File: src/hw/rtl/cts_pkg.sv
// ----------------------------------------------------------------------------
// cts_pkg
// shared types, constants and helpers of the three level cache tag model
// ----------------------------------------------------------------------------
package cts_pkg;

  // block number bits (byte address without the 64 byte offset)
  localparam int BLK_W     = 26;
  localparam int ADDR_W    = 32;
  localparam int BLK_SHIFT = 6;
  localparam int SET_W     = 14;
  localparam int CNT_W     = 48;
  localparam int LAT_W     = 16;
  localparam int COST_W    = 18;
  localparam int CFG_IDX_W = 3;

  localparam int FIRST_SETS_DEF  = 8;
  localparam int FIRST_WAYS_DEF  = 2;
  localparam int SECOND_SETS_DEF = 16;
  localparam int SECOND_WAYS_DEF = 4;
  localparam int THIRD_SETS_DEF  = 32;
  localparam int THIRD_WAYS_DEF  = 8;

  // configuration register indexes
  localparam logic [CFG_IDX_W-1:0] REG_FIRST_LAT   = 3'd0;
  localparam logic [CFG_IDX_W-1:0] REG_SECOND_LAT  = 3'd1;
  localparam logic [CFG_IDX_W-1:0] REG_THIRD_LAT   = 3'd2;
  localparam logic [CFG_IDX_W-1:0] REG_MEM_LAT     = 3'd3;
  localparam logic [CFG_IDX_W-1:0] REG_FIRST_POL   = 3'd4;
  localparam logic [CFG_IDX_W-1:0] REG_SECOND_POL  = 3'd5;
  localparam logic [CFG_IDX_W-1:0] REG_THIRD_POL   = 3'd6;

  // where a request was served
  localparam logic [1:0] LVL_FIRST  = 2'd0;
  localparam logic [1:0] LVL_SECOND = 2'd1;
  localparam logic [1:0] LVL_THIRD  = 2'd2;
  localparam logic [1:0] LVL_MEMORY = 2'd3;

  // statistics counter slots
  localparam logic [2:0] CNT_REQ = 3'd6;
  localparam logic [2:0] CNT_CYC = 3'd7;

  // replacement policy codes
  localparam logic POL_LRU  = 1'b0;
  localparam logic POL_FIFO = 1'b1;

  typedef struct packed {
    logic [LAT_W-1:0] lat_first;
    logic [LAT_W-1:0] lat_second;
    logic [LAT_W-1:0] lat_third;
    logic [LAT_W-1:0] lat_mem;
    logic [2:0]       pol;
  } cfg_t;

  // classified request handed from front to back
  typedef struct packed {
    logic [BLK_W-1:0] blk;
    logic [SET_W-1:0] set_first;
    logic [SET_W-1:0] set_second;
    logic [SET_W-1:0] set_third;
  } req_t;

  typedef struct packed {
    logic [1:0]        hit_level;
    logic [COST_W-1:0] access_cost;
    logic [CNT_W-1:0]  request_count;
    logic [CNT_W-1:0]  cycle_total;
    logic [CNT_W-1:0]  first_hits;
    logic [CNT_W-1:0]  first_misses;
    logic [CNT_W-1:0]  second_hits;
    logic [CNT_W-1:0]  second_misses;
    logic [CNT_W-1:0]  third_hits;
    logic [CNT_W-1:0]  third_misses;
  } res_t;

  function automatic logic [CNT_W-1:0] sat_add(logic [CNT_W-1:0] a, logic [CNT_W-1:0] b);
    logic [CNT_W:0] s;
    s = {1'b0, a} + {1'b0, b};
    return s[CNT_W] ? {CNT_W{1'b1}} : s[CNT_W-1:0];
  endfunction

endpackage

File: src/hw/rtl/cts_ram.sv
// ----------------------------------------------------------------------------
// cts_ram
// generic single write port ram with registered read
// ----------------------------------------------------------------------------
module cts_ram #(
  parameter int WIDTH = 8,
  parameter int DEPTH = 16
) (
  input  logic                                  clk,
  input  logic                                  we,
  input  logic [(DEPTH > 1 ? $clog2(DEPTH) : 1)-1:0] waddr,
  input  logic [WIDTH-1:0]                      wdata,
  input  logic [(DEPTH > 1 ? $clog2(DEPTH) : 1)-1:0] raddr,
  output logic [WIDTH-1:0]                      rdata
);

  logic [WIDTH-1:0] mem [DEPTH];

  always_ff @(posedge clk) begin
    if (we) begin
      mem[waddr] <= wdata;
    end
    rdata <= mem[raddr];
  end

endmodule

File: src/hw/rtl/cts_level.sv
// ----------------------------------------------------------------------------
// cts_level
// one set associative tag level: row read, hit check, victim pick, rank update
// ----------------------------------------------------------------------------
module cts_level #(
  parameter int SETS = 8,
  parameter int WAYS = 2
) (
  input  logic                        clk,
  input  logic                        rst,
  input  logic                        lookup,
  input  logic                        commit,
  input  logic [cts_pkg::SET_W-1:0]   set_in,
  input  logic [cts_pkg::BLK_W-1:0]   blk,
  input  logic                        policy,
  output logic                        hit
);

  localparam int SW  = SETS > 1 ? $clog2(SETS) : 1;
  localparam int WW  = WAYS > 1 ? $clog2(WAYS) : 1;
  localparam int RB  = WAYS > 1 ? $clog2(WAYS) : 1;
  localparam int EW  = cts_pkg::BLK_W + 2 * RB;
  localparam int ROW = WAYS * EW;

  typedef logic [WAYS-1:0][RB-1:0] rk_t;

  logic [SETS-1:0][WAYS-1:0] vld;
  logic [SW-1:0]             set_idx;
  logic [ROW-1:0]            row;
  logic [ROW-1:0]            row_next;
  logic [WAYS-1:0]           v;
  logic [WAYS-1:0][cts_pkg::BLK_W-1:0] tg;
  rk_t                       ur;
  rk_t                       fr;
  rk_t                       ur_next;
  rk_t                       fr_next;
  logic                      found;
  logic                      pick;
  logic [WW-1:0]             hw;
  logic [WW-1:0]             vic;
  logic [WW-1:0]             w;

  // move way w to the newest rank among valid ways
  function automatic rk_t touch(rk_t r, logic [WAYS-1:0] vv, logic [WW-1:0] wi);
    rk_t          o;
    logic [RB-1:0] others;
    o      = r;
    others = '0;
    for (int i = 0; i < WAYS; i++) begin
      if (WW'(i) != wi && vv[i]) begin
        others = others + RB'(1);
        if (vv[wi] && r[i] > r[wi]) begin
          o[i] = r[i] - RB'(1);
        end
      end
    end
    o[wi] = others;
    return o;
  endfunction

  assign set_idx = set_in[SW-1:0];
  assign v       = vld[set_idx];

  cts_ram #(.WIDTH(ROW), .DEPTH(SETS)) u_tags (
    .clk   (clk),
    .we    (commit),
    .waddr (set_idx),
    .wdata (row_next),
    .raddr (set_idx),
    .rdata (row)
  );

  always_comb begin
    hit   = 1'b0;
    hw    = '0;
    found = 1'b0;
    vic   = '0;
    pick  = 1'b0;
    for (int i = 0; i < WAYS; i++) begin
      tg[i] = row[i*EW + 2*RB +: cts_pkg::BLK_W];
      ur[i] = row[i*EW + RB +: RB];
      fr[i] = row[i*EW +: RB];
    end
    for (int i = 0; i < WAYS; i++) begin
      if (v[i] && tg[i] == blk && !hit) begin
        hit = 1'b1;
        hw  = WW'(i);
      end
    end
    for (int i = 0; i < WAYS; i++) begin
      if (!v[i] && !found) begin
        found = 1'b1;
        vic   = WW'(i);
      end
    end
    if (!found) begin
      for (int i = 0; i < WAYS; i++) begin
        if (((policy == cts_pkg::POL_FIFO) ? fr[i] : ur[i]) == '0 && !pick) begin
          pick = 1'b1;
          vic  = WW'(i);
        end
      end
    end
    w       = hit ? hw : vic;
    ur_next = (hit && policy == cts_pkg::POL_FIFO) ? ur : touch(ur, v, w);
    fr_next = hit ? fr : touch(fr, v, w);
    for (int i = 0; i < WAYS; i++) begin
      row_next[i*EW +: EW] = {((WW'(i) == w && !hit) ? blk : tg[i]), ur_next[i], fr_next[i]};
    end
  end

  always_ff @(posedge clk) begin
    if (rst) begin
      vld <= '0;
    end else if (commit && !hit) begin
      vld[set_idx][w] <= 1'b1;
    end
  end

  // lookup is always the cycle before commit
  a_commit_after_lookup: assert property (@(posedge clk) disable iff (rst)
    commit |-> $past(lookup))
    else $error("commit without a preceding lookup");

  a_no_lookup_commit: assert property (@(posedge clk) disable iff (rst)
    !(lookup && commit))
    else $error("lookup and commit together");

  a_fill_sets_valid: assert property (@(posedge clk) disable iff (rst)
    commit && !hit |=> vld[$past(set_idx)][$past(w)])
    else $error("filled way not valid");

endmodule

File: config.mk
export PLATFORM = sky130hd
export DESIGN_NAME = cts_level
export DESIGN_NICKNAME = d
export VERILOG_FILES = /design/src/hw/rtl/cts_pkg.sv /design/src/hw/rtl/cts_ram.sv /design/src/hw/rtl/cts_level.sv
export SDC_FILE = /design/constraint.sdc
export NUM_CORES = 1
export LEC_CHECK = 0
export ABC_AREA = 1
export BUFFER_PORTS_ARGS = -buffer_cell sky130_fd_sc_hd__buf_2
export CORE_MARGIN = 5
export CORE_UTILIZATION = 62
export DETAILED_ROUTE_END_ITERATION = 7
export GPL_TIMING_DRIVEN = 0
export PLACE_DENSITY = 0.89
export SYNTH_ARGS = -nofsm -noshare
export SYNTH_HDL_FRONTEND = slang
export SYNTH_SLANG_ARGS = --single-unit
File: constraint.sdc
create_clock -name clk -period 8.9 [get_ports clk]
set_clock_uncertainty 0.1 [all_clocks]
set_input_delay 0.89 -clock clk [delete_from_list [all_inputs] [get_ports clk]]
set_output_delay 0.89 -clock clk [all_outputs]
set_load 0.01 [all_outputs]
; Word-level counts from Yosys, hierarchy flattened
; Memory sizes are Yosys's and may differ from the RTL's. A register that Yosys moved wholly into a read port is not among the register bits.
; Index checks and enable logic that the tools add are counted.
[word_totals]
register_bits = 16
mem_bits_rw = 448
input_bits = 45
memories = 1
[classes]
addsub = 5
n_lt_le_gt_ge = 8
eq_ne = 2
n_mux = 44
bitwise = 3
reduce_logical = 21
[memory_table]
columns = name, words, width, rd, rd_ports_with_merged_regs, write_ports, line_no
row1 = u_tags.mem, 8, 56, 1, 1, 1, cts_ram.sv:17  ; logic [WIDTH-1:0] mem [DEPTH];
[ops]
columns = op, n
row1 = $eq 26x26->1, 2
row2 = $mux 26, 2
row3 = $mux 1, 33
row4 = $logic_and 1x1->1, 17
row5 = $or 16x16->16, 1
row6 = $mux 2, 4
row7 = $bmux 2 s3, 1
row8 = $demux 2 s3, 1
row9 = $bwmux 2, 2
row10 = $gt 1x1->1, 4
row11 = $logic_not 1->1, 4
row12 = $lt 3x4->1 const B, 1
row13 = $sub 1x1->1 const B, 4
row14 = $ge 3x1->1 const B, 1
row15 = $lt 1x2->1 const B, 1
row16 = $not 1->1, 2
row17 = $add 1x1->1 const B, 1
row18 = $demux 1 s1, 1
row19 = $ge 1x1->1 const B, 1

; Longest topological paths before layout
; Gate-level depths: netlist of run 1.
[logic_depth]
ltp_word = 19
mapped_depth = 16
mapped_depth_nobuf = 14

; Modules after synthesis
; Synthesis of run 1 repeated with hierarchy kept, for this count alone.
[hier_totals]
hier_cells = 2503
hier_area_um2 = 23293.6
[modules_own_cells]
columns = mod, instances, cells_per_inst, area_per_inst_um2, seq_area_each_um2
row1 = cts_ram, 1, 2010, 20699.9, 14574.0
row2 = cts_level, 1, 493, 2593.7, 320.3

; Worst setup path after synthesis of run 1
; No wires, ideal clock.
[synth_timing]
path_kind = input to register
from = input port set_in[2] (netlist bit)
to = register vld[6] (netlist bit)
setup_time_ns = 0.082
arrival_ns = 7.229
t_required_ns = 8.718
setup_slack_ns = 1.489
cell_stages = 4
path_cell_list = buf_4 nor4_1 nand4_1 a21oi_1
[synth_between]
elab_chain_len = 16
[synth_lines]
columns = item, line_no
row1 = start: declaration, cts_level.sv:13  ; input logic [cts_pkg::SET_W-1:0] set_in,
row2 = $bmux 2 s3, cts_level.sv:62  ; assign v = vld[set_idx];
row3 = $mux 2 (implied by the code), cts_level.sv:62
row4 = $logic_not 1->1, cts_level.sv:91  ; if (!v[i] && !found) begin
row5 = $logic_and 1x1->1, cts_level.sv:91
row6 = $mux 1, cts_level.sv:91
row7 = $mux 1 (2 in series), cts_level.sv:98  ; if (((policy == cts_pkg::POL_FIFO) ? fr[i] : ur[i]) == '0 && !pick) begin
row8 = $mux 1, cts_level.sv:96  ; if (!found) begin
row9 = $mux 1, cts_level.sv:104  ; w = hit ? hw : vic;
row10 = $lt 1x2->1 (implied by the code) or $ge 1x1->1 (tied branches), cts_level.sv:116  ; vld[set_idx][w] <= 1'b1;
row11 = $logic_and 1x1->1 (implied by the code), cts_level.sv:116
row12 = $mux 1 (implied by the code), cts_level.sv:116
row13 = $demux 1 s1, cts_level.sv:116
row14 = $mux 2 (implied by the code), cts_level.sv:116
row15 = $demux 2 s3, cts_level.sv:116
row16 = $or 16x16->16 (no source line), -
row17 = end signal: assignment, cts_level.sv:114  ; vld <= '0;
row18 = end signal: indexed assignment, cts_level.sv:116
row19 = end: declaration, cts_level.sv:27  ; logic [SETS-1:0][WAYS-1:0] vld;
; Parallel ways exist; a longest one is shown, timed or not. The select of a mux whose other input is x is not followed.
; A chain may end at the register's enable or synchronous reset.

; Worst setup path in the final report of run 1
[layout_timing]
from = input port blk[10] (netlist bit)
to = output port hit
[layout_between]
elab_chain_len = 6
[layout_lines]
columns = item, line_no
row1 = start: declaration, cts_level.sv:14  ; input logic [cts_pkg::BLK_W-1:0] blk,
row2 = $eq 26x26->1, cts_level.sv:85  ; if (v[i] && tg[i] == blk && !hit) begin
row3 = $logic_and 1x1->1, cts_level.sv:85
row4 = $mux 1, cts_level.sv:85
row5 = $logic_not 1->1, cts_level.sv:85
row6 = $logic_and 1x1->1, cts_level.sv:85
row7 = $mux 1 *, cts_level.sv:85
row8 = end: declaration, cts_level.sv:16  ; output logic hit
; Every way passes the cells marked *; elsewhere a longest branch is shown, timed or not.

==> impl_metrics.json, run 1 <==
{
  "hold_violations": 0,
  "drt_wl_total_um": 55500,
  "cts_sinks": 520,
  "fin_util": 0.717,
  "final.min_clock_period_ps": 3570,
  "gp_congestion": 0.928,
  "timing.final.max_slew_violations": 0,
  "cts_tree": "done",
  "core_um2": 31600,
  "syn_area_um2": 19800,
  "post_drt_wl_per_cell_um": 28.5,
  "clk_pin_slew_ps": 60,
  "fin_area_um2": 22600,
  "yosysTopAreaCell": "edfxtp_1",
  "tightest_slew_ps": 1150,
  "start_util": 0.627,
  "synth.most_common_cell": "edfxtp_1",
  "fmaxAchievable_mhz": 280,
  "switching_share": 0.222,
  "max_stage_delay_ps": 400,
  "ys_top_cells_by_count": "448 x edfxtp_1, 258 x nand2_1, 81 x inv_1",
  "hpwl_um": 33800,
  "area_growth_pct": 14.4,
  "cts_buffers": 48,
  "reg2reg_slack_ps": 5990,
  "cp.required_ps": 7910,
  "synth_cells": 1393,
  "num_rows": 65,
  "finalCritPeriodShare": 0.401,
  "root_buffer": "clkbuf_16",
  "postCtsResizedCells": 0,
  "end_kind": "primary output",
  "antenna_found_initial": 1,
  "peakVddDrop_uv": 187,
  "cts_setup_buffers": 0,
  "drc": 0,
  "grt_max_degree": 27,
  "h-tree-depth": 2,
  "pwr-share-comb": 0.068,
  "power_frac_clock": 0.404,
  "grt_setup_unrepaired": "no",
  "async_flop_share": 0,
  "die_y_um": 189,
  "p_leak_uw": 0.00790,
  "synth.area.top_cells": "edfxtp_1 68%, dfxtp_1 7.3%, nand2_1 4.9%, a22oi_1 2.6%, nand4_1 2.4%",
  "status": "complete, no violations",
  "yosysUniqueCellTypes": 35,
  "io_pins": 46,
  "grt_pass1_wl_um": 80600,
  "n_fill_cell": 1727,
  "grt_overflow": 0,
  "antenna_left": 0,
  "via_per_inst": 6.89,
  "endpoint": "hit",
  "holdWs_ps": 353,
  "vias": 13400,
  "avgSynthCellArea_um2": 14.2,
  "clk_latency_ps": 570,
  "holdCritPathClass": "reg2reg",
  "relSlewSlack": 0.230,
  "startpoint_type": "input pin",
  "p_int_uw": 4150,
  "r2r_start": "u_tags.rdata[40]$_DFF_P_",
  "yosys_warnings": 0,
  "fin_nets": 1551,
  "die_w_um": 189,
  "critPathMaxFanout": 4,
  "synth.net_count": 1438,
  "ctsHoldBuffers": 0,
  "drive_gt1_frac": 0.171,
  "first_pass_iters": 8,
  "dpl_cell_area_um2": 21000,
  "r2r-end": "u_tags.mem[2][22]$_DFFE_PP_",
  "slowest_stage": "nor2_1",
  "drtIter0Drc": 2494,
  "cap_violations": 0,
  "path_class": "in2out",
  "cts_buffer_depth": 3,
  "cp.arrival_ps": 2580,
  "io_buffers": 31,
  "sequentialPowerShare": 0.528,
  "path_cells": "buf_2, xor2_1, nor2_1, nand3_1, nor2_1, nand3_4, nand2_1, buf_2",
  "yosysSeqAreaShare": 0.753,
  "synth_ff_type": "edfxtp_1",
  "die-area_um2": 35600,
  "grt_pass1_vias": 13300,
  "critPathLaunch": "blk[10]",
  "synth_edf_count": 448,
  "setup_tns_ps": 0,
  "power_uw": 5340,
  "p_per_area_nw_per_um2": 236,
  "rr_worst_depth": 9,
  "synth_top_area_frac": 0.680,
  "ys_ff_latch": 520,
  "grt_use_total": 0.305,
  "finalSetupViolCount": 0,
  "power_switching_uw": 1180
}
-- cell usage in the layout, fill, tap and decap left out, types with 8 or more instances in the layout --
cell type / n
buf_4: 18
clkbuf_16: 50
nand2_1: 258
buf_12: 8
a221oi_1: 51
nor2_1: 23
o21ai_2: 26
a21oi_1: 17
buf_1: 13
inv_2: 17
buf_6: 14
buf_2: 53
o21ai_1: 34
a22o_1: 39
xnor2_1: 16
a22oi_1: 69
nand3_1: 21
edfxtp_1: 448
nand4_1: 76
clkbuf_1: 27
nand2_2: 27
inv_1: 81
o21ai_0: 19
dfxtp_1: 72
-- sequential cells by signal, summed over array words and instances, names as in the netlist --
register      flops
u_tags.mem      448
u_tags.rdata     56
vld              16
-- worst max-delay path: cells and delay by family --
kind,cells,cell delay (ps)
simple gates,5,1220
buf+inv,2,290
xor+xnor,1,170
-- layout make-up --
type / count / area (um^2) / share of cell area
antenna: 1 / 2.50 / 0.000111
buffer: 67 / 403 / 0.0178
clock buffer: 68 / 1380 / 0.0609
clock inverter: 20 / 283 / 0.0125
inverter: 99 / 379 / 0.0168
multi-input combinational: 707 / 4160 / 0.184
sequential: 520 / 14900 / 0.658
tap: 402 / 503 / 0.0222
timing repair buffer: 63 / 631 / 0.0279
-- stage by stage --
stage	cells	setup slack (ps)
2_1_floorplan	1393	1490
3_3_place_gp	1826	-3970
3_5_place_dp	1858	5490
4_1_cts	1946	5500
5_1_grt	1946	5330
6_report	1947	5330
-- power groups by stage --
stage | Sequential, uW | Combinational, uW | Clock [uW]
after floorplan | 2850 | 206 | 0
after global placement | 2870 | 306 | 0
after CTS | 2810 | 349 | 2150
after detailed placement | 2860 | 340 | 0
final | 2820 | 363 | 2160
after global routing | 2820 | 380 | 2250
-- metal layers --
metal / GRT usage / wire, um / share of wire / vias to the layer above
li1: - / - / - / 5414
met3: 0.0986 / 8570 / 0.15 / 321
met1: 0.379 / 17900 / 0.32 / 6266
met4: 0.160 / 3800 / 0.068 / 2
met5: 0 / 9 / 0.00016 / -
met2: 0.484 / 25200 / 0.45 / 1406
-- kinds of logic after synthesis --
family / synth area share
XOR/XNOR: 0.00930
buffers and inverters: 0.0395
flip-flops: 0.753
AND/OR/NAND/NOR: 0.103
AO/OA/AOI/OAI: 0.0953
-- how the worst min path moves through the flow --
stage	endpoint	slack [ps]	startpoint	depth (start not counted)
5_1_grt	vld[10]$_SDFFE_PP0P_	370	vld[10]$_SDFFE_PP0P_	2
3_3_place_gp	vld[10]$_SDFFE_PP0P_	340	vld[10]$_SDFFE_PP0P_	2
3_5_place_dp	vld[11]$_SDFFE_PP0P_	340	vld[11]$_SDFFE_PP0P_	2
6_report	vld[2]$_SDFFE_PP0P_	350	vld[2]$_SDFFE_PP0P_	2
2_1_floorplan	u_tags.rdata[6]$_DFF_P_	330	u_tags.mem[3][6]$_DFFE_PP_	2
4_1_cts	vld[11]$_SDFFE_PP0P_	350	vld[11]$_SDFFE_PP0P_	2
(Power assumes the default switching activity.)
==> run 2, diff against run 1 <==
Clock period 8.9 ns to 3.4 ns, I/O delays scaled along.
==> run 2 against run 1 <==
Sequential power rose to 2.6 times the previous value. Die area did not move. Combinational power rose to 2.6 times the previous value. Routed wire length fell by 1.2%. Total power rose to 2.5 times the previous value. Utilization fell by 0.72 points. First-iteration DRC count fell by 6.1%. Via count fell by 1.6%. Global-route usage barely moved. Sequential share of layout area rose by 0.67 points. Cell count fell by 0.46%.
==> impl_metrics.json, run 2 (same netlist as run 1, synthesis figures left out) <==
{
  "cts_sinks": 520,
  "n_fill_cell": 1804,
  "path_cells": "inv_1, nand2_1, nand4_1, nor2_1, nand2_1, nor2_1, nand3_4, nand2_1, buf_2",
  "drt_wl_total_um": 54900,
  "h-tree-depth": 2,
  "top_regs": "u_tags.mem x448, u_tags.rdata x56, vld x16",
  "hpwl_um": 33400,
  "ctsHoldBuffers": 1,
  "antenna_found_initial": 1,
  "relSlewSlack": 0.294,
  "cap_violations": 0,
  "first_pass_iters": 6,
  "clk_pin_slew_ps": 60,
  "core_um2": 31600,
  "drive_gt1_frac": 0.166,
  "startpoint_type": "flip-flop",
  "grt_max_degree": 28,
  "hold_depth": 3,
  "antenna_cells": 0,
  "critPathMaxFanout": 5,
  "grt_pass1_wl_um": 80400,
  "sequentialPowerShare": 0.547,
  "layout_common_cells": "448 x edfxtp_1, 258 x nand2_1, 81 x inv_1",
  "peakVddDrop_uv": 668,
  "via_per_inst": 6.81,
  "wl_met3_um": 7960,
  "setup_ws_ps": 450,
  "cts_tree": "done",
  "power_switching_uw": 3070,
  "path_class": "reg2out",
  "tightest_slew_ps": 1060,
  "timing.final.max_slew_violations": 0,
  "holdCritPathClass": "in2reg",
  "grt_use_total": 0.305,
  "drc": 0,
  "root_buffer": "clkbuf_16",
  "dr_wl_met2_um": 25600,
  "hold_start": "blk[18]",
  "critPathLaunch": "u_tags.rdata[23]$_DFF_P_",
  "top_register": "u_tags.mem",
  "finalSetupViolCount": 0,
  "setup_tns_ps": 0,
  "final.min_clock_period_ps": 2950,
  "antenna_left": 0,
  "max_stage_delay_ps": 410,
  "m1WireLength_um": 18400,
  "cts_buffers": 47,
  "post_drt_wl_per_cell_um": 28.3,
  "num_rows": 65,
  "p_int_uw": 10400,
  "p_per_area_nw_per_um2": 602,
  "grt_pass1_vias": 13300,
  "vias": 13200,
  "cts_setup_buffers": 0,
  "fin_util": 0.710,
  "dp_slack_ps": 546,
  "multi_input_area_um2": 4180,
  "gp_congestion": 0.889,
  "die-area_um2": 35600,
  "start_util": 0.627,
  "power_uw": 13500,
  "r2r_start": "u_tags.rdata[54]$_DFF_P_",
  "hold_violations": 0,
  "cp.required_ps": 2960,
  "grt_overflow": 0,
  "clk_latency_ps": 570,
  "slowest_stage": "nor2_1",
  "grt_setup_unrepaired": "no",
  "finalCritPeriodShare": 0.868,
  "cp_common_cell": "nand2_1",
  "fmaxAchievable_mhz": 339,
  "cts_buffer_depth": 3,
  "final_common_cell": "edfxtp_1",
  "p_leak_uw": 0.00777,
  "rr_worst_depth": 11,
  "drtIter0Drc": 2342,
  "end_kind": "primary output",
  "status": "complete, no violations",
  "largest_reg_flops": 448,
  "power_frac_clock": 0.383,
  "area_growth_pct": 13.3,
  "switching_share": 0.228,
  "critical_path_depth": 9,
  "die_w_um": 189,
  "pwr-share-comb": 0.071,
  "path_buf_inv": 2,
  "critPathTopFamily": "simple AND/OR/NAND/NOR gates",
  "highest_layer": "met4",
  "io_pins": 46,
  "ff_latch_area_um2": 14900,
  "postCtsResizedCells": 0,
  "io_buffers": 31,
  "die_y_um": 189,
  "fin_nets": 1542,
  "cp.arrival_ps": 2510
}
-- run 2: changes by cell type in the layout (fill, tap and decap cells not counted), moves of 3 or more --
cell / change
clkinv_2: +5
buf_6: +3
buf_8: +4
inv_6: +3
buf_4: -14
clkbuf_1: +3
buf_16: -4
clkbuf_16: -3
clkinv_1: -3
bufinv_16: -5
-- run 2: final timing paths --
| path | endpoint | slack (ps) |
|---|---|---|
| worst max register to register | u_tags.mem[5][23]$_DFFE_PP_ | 510 |
| worst min register to register | vld[10]$_SDFFE_PP0P_ | 350 |
| worst max-delay path | hit | 450 |
| worst min-delay path | u_tags.mem[0][48]$_DFFE_PP_ | 190 |
-- run 2: area by class of cell --
class	instances	share of cell area
sequential	520	0.665
timing repair buffer	55	0.0250
clock buffer	70	0.0599
tap	402	0.0224
clock inverter	18	0.00659
buffer	67	0.0180
inverter	99	0.0169
multi-input combinational	707	0.186
-- run 2: metal layers --
metal  up-vias  track usage
li1       5402            -
met4         0        0.144
met1      6296        0.388
met2      1244        0.491
met3       248       0.0878
met5         -            0
-- run 2: through the flow --
step                      hold slack (ps)  area, um^2  std cells
final                                 190       22400       1938
after detailed placement              340       20900       1849
after CTS                             185       22400       1938
after global placement                337       20500       1826
after global routing                  208       22400       1938
after floorplan                       329       19800       1393
-- run 2: worst reg2reg max path, delay by kind of cell (launching register included) --
| kind | cells | cell delay (ps) |
|---|---|---|
| buffers and inverters | 1 | 270 |
| DFF | 1 | 540 |
| and+or+nand+nor | 9 | 1320 |
| AOI/OAI and AO/OA | 1 | 360 |
-- run 2: power by group through the flow --
stage	Clock, uW	Combinational (uW)	Sequential [uW]
after detailed placement	0	888	7490
after CTS	5140	913	7360
after global placement	0	811	7490
final	5160	952	7370
after floorplan	0	545	7460
after global routing	5420	999	7380
